<file path="config.mk">
export PLATFORM = sky130hd
export DESIGN_NAME = positional_list_engine_flat
export DESIGN_NICKNAME = d
export VERILOG_FILES = /design/src/hw/rtl/ple_pkg.sv /design/src/hw/rtl/ple_if.sv /design/src/hw/rtl/positional_list_engine.sv /design/src/flat_wrapper.sv
export VERILOG_INCLUDE_DIRS = /design/src /design/src/hw/rtl
export SDC_FILE = /design/constraint.sdc
export NUM_CORES = 1
export LEC_CHECK = 0
export ABC_AREA = 1
export BUFFER_PORTS_ARGS = -buffer_cell sky130_fd_sc_hd__buf_2
export CAP_MARGIN = 10
export CORE_ASPECT_RATIO = 1.75
export CORE_MARGIN = 4
export CORE_UTILIZATION = 35
export CTS_CLUSTER_SIZE = 16
export DETAILED_ROUTE_END_ITERATION = 12
export GPL_ROUTABILITY_DRIVEN = 0
export PLACE_DENSITY_LB_ADDON = 0.3
export RECOVER_POWER = 100
export SYNTH_ARGS = -nofsm -noshare
export SYNTH_HDL_FRONTEND = slang
export SYNTH_SLANG_ARGS = --single-unit
export TNS_END_PERCENT = 1
</file>
<file path="constraint.sdc">
create_clock -name clk_i -period 2.45 [get_ports clk_i]
set_input_delay 0.245 -clock clk_i [delete_from_list [all_inputs] [get_ports clk_i]]
set_output_delay 0.245 -clock clk_i [all_outputs]
set_load 0.05 [all_outputs]
</file>
<file path="src/hw/rtl/assert_macros.svh">
// Assertion macros shared by the RTL files of the positional list engine.
// Expects clk_i and the active-low reset rst_ni in the scope of each use.
`ifndef ASSERT_MACROS_SVH
`define ASSERT_MACROS_SVH

// Check a property on every rising clock edge outside reset.
`define ASSERT_PROP(label, prop, msg) \
  label: assert property (@(posedge clk_i) disable iff (!rst_ni) (prop)) else $error(msg);

// Check that the consequent holds in the cycle after the antecedent.
`define ASSERT_NEXT(label, ante, cons, msg) \
  `ASSERT_PROP(label, (ante) |=> (cons), msg)

`endif

</file>
<file path="src/hw/rtl/ple_pkg.sv">
// Package for the positional list engine: field widths, opcode and status codes.
// No dependencies; used by the channel interfaces and the top level.
package ple_pkg;

  localparam int unsigned OPCODE_W = 3;
  localparam int unsigned VALUE_W  = 32;
  localparam int unsigned POS_W    = 5;
  localparam int unsigned STATUS_W = 2;
  localparam int unsigned COUNT_W  = 5;

  typedef enum logic [OPCODE_W-1:0] {
    OP_INS_FRONT = 3'd0,
    OP_INS_BACK  = 3'd1,
    OP_INS_POS   = 3'd2,
    OP_DEL_FRONT = 3'd3,
    OP_DEL_BACK  = 3'd4,
    OP_DEL_POS   = 3'd5
  } op_e;

  typedef enum logic [STATUS_W-1:0] {
    ST_DONE   = 2'd0,
    ST_BADPOS = 2'd1,
    ST_EMPTY  = 2'd2,
    ST_FULL   = 2'd3
  } status_e;

endpackage

</file>
<file path="src/hw/rtl/ple_if.sv">
// Valid/ready channel interfaces of the positional list engine: request and response words.
// Depends on ple_pkg for the field widths.
interface ple_req_if import ple_pkg::*; ();
  logic                valid;
  logic                ready;
  logic [OPCODE_W-1:0] opcode;
  logic [VALUE_W-1:0]  value;
  logic [POS_W-1:0]    position;

  modport source (output valid, opcode, value, position, input ready);
  modport sink   (input valid, opcode, value, position, output ready);
endinterface

interface ple_rsp_if import ple_pkg::*; ();
  logic                valid;
  logic                ready;
  logic [STATUS_W-1:0] status;
  logic [COUNT_W-1:0]  element_count;

  modport source (output valid, status, element_count, input ready);
  modport sink   (input valid, status, element_count, output ready);
endinterface

</file>
<file path="src/hw/rtl/positional_list_engine.sv">
// Positional list engine top level: ordered list of DEPTH words with insert/delete by position.
// Depends on ple_pkg, ple_req_if, ple_rsp_if and assert_macros.svh.
//
// Takes one request word per cycle while the response side is not stalled, and returns one
// response word per request. The accepting edge loads the input register and the firing edge
// then loads the response register, which holds the response valid until it is taken. Each
// request compares every list cell's index against the target position and shifts or holds
// all cells in the same cycle as the count update, which sets the rate of one word per
// cycle while not stalled. A stalled response side holds one word in the response register
// and one in the input register before ready drops. List contents start undefined; of the
// list state, only the count is cleared by reset.
`include "assert_macros.svh"

module positional_list_engine import ple_pkg::*; #(
  parameter int unsigned DEPTH      = 16,
  parameter int unsigned DATA_WIDTH = 32
) (
  input  logic      clk_i,
  input  logic      rst_ni,
  ple_req_if.sink   req_i,
  ple_rsp_if.source rsp_o
);

  localparam int unsigned CNT_W = $clog2(DEPTH + 1);
  localparam int unsigned PW    = ((CNT_W > POS_W) ? CNT_W : POS_W) + 1;

  logic                  s1_valid_q;
  logic [OPCODE_W-1:0]   s1_op_q;
  logic [DATA_WIDTH-1:0] s1_value_q;
  logic [POS_W-1:0]      s1_pos_q;

  logic                  rsp_valid_q, rsp_valid_d;
  status_e               rsp_status_q;
  logic [CNT_W-1:0]      rsp_count_q;

  logic [CNT_W-1:0]      count_q, count_d;
  logic [DATA_WIDTH-1:0] entries_q [DEPTH];
  logic [DATA_WIDTH-1:0] entries_d [DEPTH];

  logic                  fire;
  logic                  req_accept;
  logic                  is_ins, is_del;
  logic                  do_ins, do_del;
  logic [PW-1:0]         cnt_ext;
  logic [PW-1:0]         eff_pos;
  logic [PW-1:0]         tgt_idx;
  status_e               status_d;

  assign fire        = s1_valid_q && (!rsp_valid_q || rsp_o.ready);
  assign req_accept  = req_i.valid && req_i.ready;
  assign req_i.ready = !s1_valid_q || fire;
  assign cnt_ext     = PW'(count_q);

  always_comb begin
    is_ins  = 1'b0;
    is_del  = 1'b0;
    eff_pos = PW'(s1_pos_q);
    case (s1_op_q)
      OP_INS_FRONT: begin
        is_ins  = 1'b1;
        eff_pos = PW'(1);
      end
      OP_INS_BACK: begin
        is_ins  = 1'b1;
        eff_pos = cnt_ext + PW'(1);
      end
      OP_INS_POS: begin
        is_ins = 1'b1;
      end
      OP_DEL_FRONT: begin
        is_del  = 1'b1;
        eff_pos = PW'(1);
      end
      OP_DEL_BACK: begin
        is_del  = 1'b1;
        eff_pos = cnt_ext;
      end
      OP_DEL_POS: begin
        is_del = 1'b1;
      end
      default: begin
      end
    endcase
  end

  always_comb begin
    if (is_ins) begin
      if (count_q == CNT_W'(DEPTH)) begin
        status_d = ST_FULL;
      end else if (eff_pos == '0 || eff_pos > cnt_ext + PW'(1)) begin
        status_d = ST_BADPOS;
      end else begin
        status_d = ST_DONE;
      end
    end else if (is_del) begin
      if (count_q == '0) begin
        status_d = ST_EMPTY;
      end else if (eff_pos == '0 || eff_pos > cnt_ext) begin
        status_d = ST_BADPOS;
      end else begin
        status_d = ST_DONE;
      end
    end else begin
      status_d = ST_BADPOS;
    end
  end

  assign do_ins  = fire && is_ins && (status_d == ST_DONE);
  assign do_del  = fire && is_del && (status_d == ST_DONE);
  assign tgt_idx = eff_pos - PW'(1);

  always_comb begin
    count_d = count_q;
    if (do_ins) begin
      count_d = count_q + CNT_W'(1);
    end else if (do_del) begin
      count_d = count_q - CNT_W'(1);
    end
  end

  for (genvar g = 0; g < DEPTH; g++) begin : g_cell
    localparam logic [PW-1:0] IDX = PW'(g);
    logic [DATA_WIDTH-1:0] below_w;
    logic [DATA_WIDTH-1:0] above_w;

    if (g == 0) begin : g_lo
      assign below_w = entries_q[g];
    end else begin : g_lo
      assign below_w = entries_q[g-1];
    end

    if (g == DEPTH - 1) begin : g_hi
      assign above_w = entries_q[g];
    end else begin : g_hi
      assign above_w = entries_q[g+1];
    end

    always_comb begin
      entries_d[g] = entries_q[g];
      if (do_ins) begin
        if (IDX == tgt_idx) begin
          entries_d[g] = s1_value_q;
        end else if (IDX > tgt_idx) begin
          entries_d[g] = below_w;
        end
      end else if (do_del) begin
        if (IDX >= tgt_idx) begin
          entries_d[g] = above_w;
        end
      end
    end
  end

  always_comb begin
    rsp_valid_d = rsp_valid_q;
    if (fire) begin
      rsp_valid_d = 1'b1;
    end else if (rsp_o.ready) begin
      rsp_valid_d = 1'b0;
    end
  end

  always_ff @(posedge clk_i or negedge rst_ni) begin
    if (!rst_ni) begin
      s1_valid_q  <= 1'b0;
      rsp_valid_q <= 1'b0;
      count_q     <= '0;
    end else begin
      if (req_i.ready) begin
        s1_valid_q <= req_i.valid;
      end
      rsp_valid_q <= rsp_valid_d;
      count_q     <= count_d;
    end
  end

  always_ff @(posedge clk_i) begin
    if (req_accept) begin
      s1_op_q    <= req_i.opcode;
      s1_value_q <= DATA_WIDTH'(req_i.value);
      s1_pos_q   <= req_i.position;
    end
    if (fire) begin
      rsp_status_q <= status_d;
      rsp_count_q  <= count_d;
    end
    if (do_ins || do_del) begin
      entries_q <= entries_d;
    end
  end

  assign rsp_o.valid         = rsp_valid_q;
  assign rsp_o.status        = rsp_status_q;
  assign rsp_o.element_count = COUNT_W'(rsp_count_q);

  `ASSERT_PROP(a_count_bound, count_q <= CNT_W'(DEPTH), "count exceeds capacity")
  `ASSERT_NEXT(a_ins_count, do_ins, count_q == $past(count_q) + CNT_W'(1),
               "insert did not advance count")
  `ASSERT_NEXT(a_fail_hold, fire && (status_d != ST_DONE), count_q == $past(count_q),
               "failed operation changed count")
  `ASSERT_PROP(a_full_flag, (fire && status_d == ST_FULL) |-> (count_q == CNT_W'(DEPTH)),
               "full reported below capacity")

endmodule

</file>
<file path="src/flat_wrapper.sv">
// flat-port wrapper written by rule: the top's interface ports become plain ports
module positional_list_engine_flat import ple_pkg::*;
#(
  parameter int unsigned DEPTH      = 16,
  parameter int unsigned DATA_WIDTH = 32
)
  (clk_i, rst_ni, req_i_valid, req_i_opcode, req_i_value, req_i_position, req_i_ready, rsp_o_valid, rsp_o_status, rsp_o_element_count, rsp_o_ready);
  ple_req_if req_i_i ();
  ple_rsp_if rsp_o_i ();
  input  logic clk_i;
  input  logic rst_ni;
  input wire logic [$bits(req_i_i.valid)-1:0] req_i_valid;
  input wire logic [$bits(req_i_i.opcode)-1:0] req_i_opcode;
  input wire logic [$bits(req_i_i.value)-1:0] req_i_value;
  input wire logic [$bits(req_i_i.position)-1:0] req_i_position;
  output wire logic [$bits(req_i_i.ready)-1:0] req_i_ready;
  output wire logic [$bits(rsp_o_i.valid)-1:0] rsp_o_valid;
  output wire logic [$bits(rsp_o_i.status)-1:0] rsp_o_status;
  output wire logic [$bits(rsp_o_i.element_count)-1:0] rsp_o_element_count;
  input wire logic [$bits(rsp_o_i.ready)-1:0] rsp_o_ready;
  assign req_i_i.valid = req_i_valid;
  assign req_i_i.opcode = req_i_opcode;
  assign req_i_i.value = req_i_value;
  assign req_i_i.position = req_i_position;
  assign req_i_ready = req_i_i.ready;
  assign rsp_o_valid = rsp_o_i.valid;
  assign rsp_o_status = rsp_o_i.status;
  assign rsp_o_element_count = rsp_o_i.element_count;
  assign rsp_o_i.ready = rsp_o_ready;
  positional_list_engine #(.DEPTH(DEPTH), .DATA_WIDTH(DATA_WIDTH)) u_core (.clk_i(clk_i), .rst_ni(rst_ni), .req_i(req_i_i), .rsp_o(rsp_o_i));
endmodule
</file>
==> results of run 1 <==
-- layer usage --
metal,vias up,global-route usage,share of wire
met5,-,0,0
met4,0,0.124,0.037
met3,11,0.0228,0.029
met2,32,0.309,0.59
met1,680,0.145,0.34
li1,750,-,-
-- cell usage after synthesis (all sizes together) --
| master | instances | area, um^2 |
|---|---|---|
| buf | 2 | 16.3 |
| nand3b | 1 | 7.51 |
| o21bai | 1 | 7.51 |
| a21oi | 10 | 53.8 |
| xor2 | 4 | 35.0 |
| nand2 | 57 | 244 |
| nand3 | 18 | 95.1 |
| nor2 | 18 | 88.8 |
| clkinv | 1 | 3.75 |
| ha | 13 | 163 |
| nand4 | 3 | 18.8 |
| edfxtp | 15 | 450 |
| o21ai | 4 | 27.5 |
| inv | 34 | 128 |
| dfrtp | 7 | 175 |
| or2 | 3 | 18.8 |
| o211ai | 1 | 7.51 |
-- flip-flops by register name, summed over array words and instances (netlist names) --
signal                      flops
u_core.count_q                  5
u_core.s1_valid_q               1
u_core.rsp_o.element_count      5
u_core.rsp_o.valid              1
u_core.s1_pos_q                 5
u_core.rsp_o.status             2
u_core.s1_op_q                  3
-- per-stage QoR --
step	setup TNS, ns	worst slack [ns]
2_1_floorplan	-0.595	-0.131
3_3_place_gp	-2.72	-0.354
3_5_place_dp	-2.96	-0.381
4_1_cts	-1.43	-0.229
5_1_grt	-4.23	-0.488
6_report	-2.21	-0.306
-- cell families after synthesis --
kind of cell    count (synthesis)
compound gates                 16
xor+xnor                        4
fa+ha+maj                      13
buf+inv                        37
flops                          22
simple gates                  100
-- power groups by stage --
stage	Combinational [mW]	Clock (mW)	Sequential (mW)
4_1_cts	1.77	0.348	0.577
2_1_floorplan	0.774	0	0.708
3_3_place_gp	1.37	0	0.576
5_1_grt	2.17	0.359	0.603
3_5_place_dp	1.38	0	0.576
6_report	1.98	0.335	0.595
-- layout make-up --
| type | instances | share of cell area |
|---|---|---|
| Timing Repair Buffer | 67 | 0.191 |
| Multi-Input combinational cell | 134 | 0.427 |
| Clock buffer | 3 | 0.0175 |
| Tap cell | 49 | 0.0260 |
| Inverter | 35 | 0.0599 |
| Clock inverter | 1 | 0.0127 |
| Sequential cell | 22 | 0.266 |
-- timing repair --
item | in CTS | in global routing
buffers inserted | 17 | 3
gates cloned | 1 | 0
hold buffers | 1 | 0
endpoints found under the setup margin | 11 | 11
pin swaps | 19 | 27
gates resized for setup | 31 | 21
endpoints found under the hold margin | 7 | 0
-- worst min-delay path by stage --
stage | startpoint | endpoint | depth (start not counted)
final | req_i_position[1] | u_core.s1_pos_q[1] | 1
after global routing | req_i_position[3] | u_core.s1_pos_q[3] | 1
after CTS | req_i_position[1] | u_core.s1_pos_q[1] | 1
after detailed placement | rst_ni | u_core.count_q[4] | 1
after global placement | rst_ni | u_core.count_q[4] | 1
after floorplan | rst_ni | u_core.count_q[0] | 0
-- worst max-delay path: stages, from the launching register on --
cell and delay [ns]:
dfrtp_1 0.42, buf_6 0.14, nand4_1 0.16, nand2_2 0.14
inv_4 0.04, buf_4 0.13, buf_4 0.12, buf_4 0.13
buf_4 0.12, buf_4 0.12, buf_4 0.12, buf_4 0.12
buf_4 0.12, buf_4 0.12, buf_4 0.12, buf_4 0.11
buf_4 0.13, nand3_1 0.08, nand2_1 0.08
==> run metrics, run 1 <==
CTS tree done; first-pass GRT wire length 6690 um; Power Total 2.91 mW; max-slew violations 0; RSZ-0062 raised after global routing yes; status finished with violations; worst-skew pair later-pin latency 0.26 ns; Synth Area in Simple Gates 0.307; Power Density 1230 nW/um^2; Post-DRT Antenna Nets 0; synthesized net count 249; Inserted Diodes 0; commonest non-fill, non-tap cell in the layout buf_4; post-detail-place hpwl 2970 um; DR iter-0 viols 30; DIE AREA 5570 um^2; Critical Path AT 2.78 ns; final setup fails 11; core area 4190 um^2; relative slew slack 0.595; Critical Path End Type flip-flop; IO Pins 53; violated checks negative setup slack; chip height 95.8 um; Seq cells post-synth 22; min-delay worst type primary input to flip-flop; Peak Freq 363 MHz; critical path launch point type flip-flop; Slew @ Worst Pin 0.611 ns; Post-Syn Instances 192; Synth Area in Compound Gates 0.0626; combinational fraction of design power 0.681; GRT Util Overall 0.161; Die Span X 58.1 um; Root Buffer clkbuf_8; CP Data Required Time 2.47 ns; First-pass DRT Iterations 4; Internal Power 1.64 mW; footprint of the multi-input gates 1010 um^2; Final period util 1.13; Crit. Startpoint u_core.count_q[1]; Initial Util 0.368; fraction of layout cells with a size suffix above 1 0.504; synthesized area per cell 8.02 um^2; power share of the clock group 0.115; VDD IR max 0.726 mV; Hold Vio Cnt, Final 0; nets@finish 320; count of yosys warnings during synthesis 0; max_cap viols 0; Num CTS Buffers 3; Period minus WS final 2.76 ns; Post-Synth Adder-Cell Area 0.106; Switching Share 0.437; synth unique cells 27; R2R depth 18; cell row count 31; Seq/Total Area, Yosys 0.406; routed vias 1473; setup ws final -0.306 ns; initial antenna violation count 0; DR WL/cell 13.4 um; area grow syn2layout 53.4%; commonest cells after routing, fill and taps aside 44 x buf_4, 34 x nand2_1, 20 x nand2_2, 17 x inv_1, 15 x edfxtp_1; Area after DPL 1940 um^2; WL final 4180 um; non-filler cells, final 311; Leak 1.13 nW; Sequential Power Share 0.204; worst hold slack 0.156 ns; final standard cell area without fillers 2360 um^2; peak fanout along the critical path 4; Critical Path Sink u_core.rsp_o.element_count[3]; Placed Cells incl. Taps 287; CTS max path bufs 2; fin util 0.564; Fill cells 381; CTS H-tree depth 1; Clk pin slew, worst setup/hold paths 0.08 ns; Storage cell area 628 um^2; Via density 4.74; critical path type flip-flop to flip-flop; I/O Buffers 20; Final Skew 0.00731 ns; Post-Synthesis Cell Area 1540 um^2; R2R Setup Slk -0.31 ns; vias in the first global route 1552; total gr overflow 0; combinational family with the most area after synthesis simple AND/OR/NAND/NOR gates; clk sinks 22; pin count of the biggest net entering global routing 14; xor and xnor area share after synthesis 0.0227; capturing point of the worst reg2reg path u_core.rsp_o.element_count[3]; reg2reg start u_core.count_q[1]; sw power 1.27 mW; post-synthesis mux area share 0; DR DRC count 0
No activity file was read; power rests on OpenSTA's default activity.
==> run 2, diff against run 1 <==
Settings changed: ABC_AREA 1 to not set, CTS_CLUSTER_SIZE 16 to not set.
==> run 2 against run 1 <==
Against the previous run: the flow still finishes with violations (negative setup slack); via count decreased by 12%; synthesized cell count is 30% lower; flip-flop and latch count stayed put; register-to-register slack got worse by 0.31 ns; clock skew down 0.0016 ns; synthesized area decreased by 5.8%; die area is 5.1% lower; critical endpoint is now u_core.rsp_o.element_count[2]; largest cell class unchanged; largest power group unchanged.
==> run metrics, run 2 <==
Power Total 2.39 mW (-18%); Seq cells post-synth 22 (unchanged); DIE AREA 5280 um^2 (-5.1%); Placed Cells incl. Taps 232 (-19%); commonest cells after routing, fill and taps aside 40 x buf_4, 15 x edfxtp_1; routed vias 1293 (-12%); setup ws final -0.616 ns (-0.309 ns); Post-synth top flop edfxtp_1; Hold Crit Start req_i_position[2]; critical path type flip-flop to flip-flop; max-slew violations 0 (unchanged); final standard cell area without fillers 2070 um^2 (-12%); first-pass GRT wire length 5910 um (-12%); Synth area leaders edfxtp_1 31%, dfrtp_1 12%, ha_1 11%; most frequent cell after synthesis edfxtp_1; R2R Setup Slk -0.62 ns (-0.31 ns); fin util 0.525 (-0.0388); clk sinks 22 (unchanged); DR WL/cell 15.2 um (+13%); R2R depth 12 (-6); max_cap viols 0 (unchanged); Power Density 1150 nW/um^2 (-6.3%); Initial Util 0.368 (+0.000572); crit-path leading delay family simple AND/OR/NAND/NOR gates; TNS Setup -5.65 ns (-3.43 ns); CTS H-tree depth 1 (unchanged); DR DRC count 0 (unchanged); capturing point of the worst reg2reg path u_core.rsp_o.element_count[2]; CP peak stage delay 0.45 ns (+0.03 ns); Peak Freq 326 MHz (-10%); Seq/Total Area, Yosys 0.431 (+0.0249); CP Depth 12 (-6); Async SR Flop Fraction 0.318 (unchanged); Critical Path AT 3.08 ns (+0.30 ns); Area after DPL 1860 um^2 (-3.8%); Via density 5.32 (+12%); Post-DRT Antenna Nets 0 (unchanged); min-delay worst type primary input to flip-flop; pin count of the biggest net entering global routing 14 (unchanged); critical path launch point type flip-flop; Post-Syn Instances 135 (-30%); GRT Util Overall 0.146 (-0.0149); Die Span X 56.7 um (-2.5%); First-pass DRT Iterations 4 (unchanged); I/O Buffers 20 (unchanged); core area 3940 um^2 (-5.9%); RSZ-0062 raised after global routing yes; synth unique cells 50 (+85%); synthesized area per cell 10.8 um^2 (+34%); synthesized net count 192 (-23%); footprint of the multi-input gates 880 um^2 (-13%); non-filler cells, final 243 (-22%); cell taking the most area after synthesis edfxtp_1; relative slew slack 0.599 (+0.00474); Leak 0.881 nW (-22%); commonest non-fill, non-tap cell in the layout buf_4; fraction of layout cells with a size suffix above 1 0.410 (-0.0936); Post-Synthesis Cell Area 1450 um^2 (-5.8%); count of yosys warnings during synthesis 0 (unchanged); Buf/Inv on CP 0 (-14); CTS max path bufs 2 (unchanged); Final period util 1.25 (+0.126); VDD IR max 0.617 mV (-15%); total gr overflow 0 (unchanged); Critical Path Most Common Cell ha_4; IO Pins 53 (unchanged); DR iter-0 viols 28 (-6.7%); EDFF count, synth 15 (unchanged); Critical Path End Type flip-flop; WL final 3680 um (-12%); final setup fails 11 (unchanged); vias in the first global route 1384 (-11%); Inserted Diodes 0 (unchanged); Clk pin slew, worst setup/hold paths 0.08 ns (about the same); peak fanout along the critical path 6 (+2); nets@finish 253 (-21%); CP Cell Sequence ha_4 > and3_4 > or4_4 > nand3_4 > ha_4 > o21ai_2 > nor2_1 > o32ai_2 > nand2_1 > nor3b_4 > a22oi_2 > xnor2_2; area grow syn2layout 42.6%; Final Skew 0.00575 ns (-0.00156 ns); violated checks negative setup slack; CTS tree done; post-detail-place hpwl 3010 um (+1.3%); cell row count 30 (-3.2%); Storage cell area 628 um^2 (unchanged); CP Data Required Time 2.46 ns (about the same); Synth top area share 0.310 (+0.0179); initial antenna violation count 0 (unchanged); Hold Path Depth 1 (unchanged); Synth top cells by count 15 x edfxtp_1, 13 x ha_1, 10 x inv_1; reg2reg start u_core.count_q[1]; Period minus WS final 3.07 ns (+0.309 ns); worst-skew pair later-pin latency 0.26 ns (about the same); Root Buffer clkbuf_8; Slew @ Worst Pin 0.604 ns (-0.00715 ns); status finished with violations; Hold EP u_core.s1_pos_q[2]; chip height 93.2 um (-2.7%); Hold Vio Cnt, Final 0 (unchanged); Fill cells 367 (-3.7%); CP max stage cell dfrtp_2; Num CTS Buffers 3 (unchanged)
[run 2: logic make-up (layout without fill, tap and decap cells)]
family,after synthesis,count (layout),share of synthesized area
and+or+nand+nor,48,48,0.216
AOI/OAI and AO/OA,29,29,0.138
DFF,22,22,0.431
buffers and inverters,15,75,0.0526
adders and majority gates,13,13,0.112
xor gates and xnor gates,7,7,0.0422
muxes,1,1,0.00776
[run 2: worst max-delay path by stage]
stage                                          endpoint               from  slack (ns)
after detailed placement  u_core.rsp_o.element_count[3]  u_core.s1_op_q[2]       -0.64
after floorplan           u_core.rsp_o.element_count[3]  u_core.count_q[0]       -0.41
after CTS                 u_core.rsp_o.element_count[2]  u_core.count_q[1]       -0.65
final                     u_core.rsp_o.element_count[2]  u_core.count_q[1]       -0.62
after global routing      u_core.rsp_o.element_count[2]  u_core.count_q[2]       -0.82
after global placement    u_core.rsp_o.element_count[3]  u_core.s1_op_q[2]       -0.61
[run 2: area by class of cell]
class / count / share of cell area
multi-input cells: 98 / 0.425
flip-flops and latches: 22 / 0.304
repair buffers: 61 / 0.192
clock buffers: 4 / 0.0320
well taps: 48 / 0.0290
inverters: 10 / 0.0181
[run 2: metal layers]
metal	up-vias	wire (um)	share of wire	global-route usage
met1	606	1280	0.35	0.134
met5	-	0	0	0
met4	0	280	0.076	0.119
met2	38	2010	0.55	0.274
li1	628	-	-	-
met3	21	119	0.032	0.0193
[run 2: metrics by stage]
step / worst slack (ns) / hold slack [ns]
3_5_place_dp: -0.637 / 0.0920
2_1_floorplan: -0.414 / -0.0506
3_3_place_gp: -0.606 / 0.0866
4_1_cts: -0.645 / 0.150
5_1_grt: -0.818 / 0.141
6_report: -0.616 / 0.157
[run 2: timing repair]
| item | in CTS | in global routing |
|---|---|---|
| hold endpoints to repair | 7 | 0 |
| pin swaps | 9 | 7 |
| setup endpoints to repair | 11 | 11 |
| setup buffers | 2 | 4 |
| resized for setup | 9 | 10 |
| gates cloned | 0 | 0 |
| hold buffers | 1 | 0 |
[run 2: power by group]
part | leakage [nW] | internal [mW] | switching [mW]
clock network | 0.0339 | 0.177 | 0.113
logic | 0.621 | 0.700 | 0.794
registers | 0.226 | 0.519 | 0.0847
[run 2: worst register-to-register path, delay by kind of cell, from the launching register on]
kind,cells,cell delay (ns)
AO/OA/AOI/OAI,3,0.60
XOR/XNOR,1,0.15
adder cells (fa/ha/maj),2,0.38
flip-flops,1,0.45
AND/OR/NAND/NOR,6,1.23
==> run 3, diff against run 2 <==
Settings changed: CTS_BUF_LIST set to sky130_fd_sc_hd__clkbuf_4 sky130_fd_sc_hd__clkbuf_8.
==> run 3 against run 2 <==
Against the previous run: sequential power barely moved; cell count did not move; routed wire length fell by 0.46%; die area did not move; setup slack improved by 0.0051 ns; hold slack improved by 0.0022 ns; combinational power barely moved; count of clock-buffer cells in the layout fell by 1; critical path type unchanged; design area did not move; the run still ends with negative setup slack left; via count rose by 0.85%.
==> run metrics, run 3 (synthesis results as in run 2) <==
initial antenna violation count 0 (unchanged); Clk pin slew, worst setup/hold paths 0.08 ns (about the same); Die Span X 56.7 um (unchanged); relative slew slack 0.599 (about the same); First-pass DRT Iterations 4 (unchanged); worst hold slack 0.159 ns (+0.00219 ns); Power Density 1170 nW/um^2 (+1.4%); CTS max path bufs 2 (unchanged); IO Pins 53 (unchanged); capturing point of the worst reg2reg path u_core.rsp_o.element_count[2]; CTS tree done; violated checks negative setup slack; RSZ-0062 raised after global routing yes; final setup fails 11 (unchanged); Final Skew 0.00618 ns (+0.000430 ns); Period minus WS final 3.06 ns (-0.00506 ns); Place WS -0.637 ns (unchanged); WL final 3670 um (-0.46%); Hold Crit Start req_i_position[2]; R2R depth 12 (unchanged); R2R Setup Slk -0.61 ns (about the same); GRT Util Overall 0.147 (+0.000570); Via density 5.37 (+0.85%); nets@finish 253 (unchanged); max_cap viols 0 (unchanged); Critical Path Most Common Cell ha_4; Peak Freq 327 MHz (+0.17%); commonest non-fill, non-tap cell in the layout buf_4; first-pass GRT wire length 5930 um (+0.24%); worst-skew pair later-pin latency 0.26 ns (about the same); clk sinks 22 (unchanged); Area after DPL 1860 um^2 (unchanged); pin count of the biggest net entering global routing 14 (unchanged); DR WL/cell 15.1 um (-0.46%); critical path type flip-flop to flip-flop; fraction of layout cells with a size suffix above 1 0.405 (-0.00513); vias in the first global route 1380 (-0.29%); core area 3940 um^2 (unchanged); setup ws final -0.611 ns (+0.00506 ns); Leak 0.885 nW (+0.40%); Inserted Diodes 0 (unchanged); reg2reg start u_core.count_q[1]; area grow syn2layout 42.6% (unchanged); Critical Path AT 3.07 ns (about the same); post-detail-place hpwl 3010 um (unchanged); CP Data Required Time 2.46 ns (about the same); crit-path leading delay family simple AND/OR/NAND/NOR gates; min-delay worst type primary input to flip-flop; Buf/Inv on CP 0 (unchanged); CP Cell Sequence ha_4 > and3_4 > or4_4 > nand3_4 > ha_4 > o21ai_2 > nor2_1 > o32ai_2 > nand2_1 > nor3b_4 > a22oi_2 > xnor2_2; I/O Buffers 20 (unchanged); total gr overflow 0 (unchanged); Initial Util 0.368 (unchanged); DIE AREA 5280 um^2 (unchanged); CP peak stage delay 0.45 ns (about the same); peak fanout along the critical path 6 (unchanged); max-slew violations 0 (unchanged); CP max stage cell dfrtp_2; DR iter-0 viols 35 (+25%); commonest cells after routing, fill and taps aside 40 x buf_4, 15 x edfxtp_1; Root Buffer clkbuf_8; status finished with violations; Hold Vio Cnt, Final 0 (unchanged); DR DRC count 0 (unchanged); routed vias 1304 (+0.85%); Hold EP u_core.s1_pos_q[2]; Final period util 1.25 (-0.00206); CTS H-tree depth 1 (unchanged); cell row count 30 (unchanged); VDD IR max 0.676 mV (+9.5%); Critical Path End Type flip-flop; final standard cell area without fillers 2070 um^2 (unchanged); Num CTS Buffers 3 (unchanged); Slew @ Worst Pin 0.603 ns (-0.000210 ns); Power Total 2.42 mW (+1.4%); critical path launch point type flip-flop; chip height 93.2 um (unchanged); Post-DRT Antenna Nets 0 (unchanged); Hold Path Depth 1 (unchanged)
[run 3: cell types whose count changed in the layout (fill, tap and decap cells not counted), sizes merged]
| cell | delta |
|---|---|
| clkbuf | -1 |
| bufinv | +1 |
[run 3: worst max-delay path by stage]
| stage | from | to | slack [ns] | depth (start not counted) |
|---|---|---|---|---|
| 2_1_floorplan | u_core.count_q[0] | u_core.rsp_o.element_count[3] | -0.41 | 12 |
| 3_3_place_gp | u_core.s1_op_q[2] | u_core.rsp_o.element_count[3] | -0.61 | 10 |
| 3_5_place_dp | u_core.s1_op_q[2] | u_core.rsp_o.element_count[3] | -0.64 | 10 |
| 4_1_cts | u_core.count_q[1] | u_core.rsp_o.element_count[2] | -0.65 | 12 |
| 5_1_grt | u_core.count_q[2] | u_core.rsp_o.element_count[2] | -0.81 | 13 |
| 6_report | u_core.count_q[1] | u_core.rsp_o.element_count[2] | -0.61 | 12 |
[run 3: repair_timing]
action                                  in CTS  in global routing
gates resized for setup                      9                  9
hold endpoints to repair                     7                  0
hold buffers                                 1                  0
buffers inserted                             2                  4
gates cloned                                 0                  0
pin swaps                                    9                  7
endpoints found under the setup margin      11                 11
[run 3: final cells by class]
cell class / instances / area (um^2)
inverter: 10 / 37.5
clock inverter: 1 / 30.0
fill: 368 / 1870
multi-input combinational: 98 / 875
tap: 48 / 60.1
clock buffer: 3 / 41.3
sequential: 22 / 628
timing repair buffer: 61 / 398
[run 3: stage by stage]
step	TNS, ns	utilization	std cells
floorplan	-3.13	-	135
finish	-5.67	0.525	243
CTS	-5.82	0.510	239
detailed placement	-5.63	0.473	232
global placement	-5.33	0.473	232
global route	-7.76	0.525	243
[run 3: layer usage]
metal,vias to the layer above,track usage,routed length (um)
met5,-,0,0
met4,0,0.113,258
met3,19,0.0193,117
met2,38,0.278,2050
met1,619,0.135,1240
li1,628,-,-
[run 3: report_power, final]
group          total (mW)  switching, mW  internal [mW]
registers           0.604         0.0844          0.519
clock network       0.329          0.111          0.218
logic                1.49          0.791          0.698
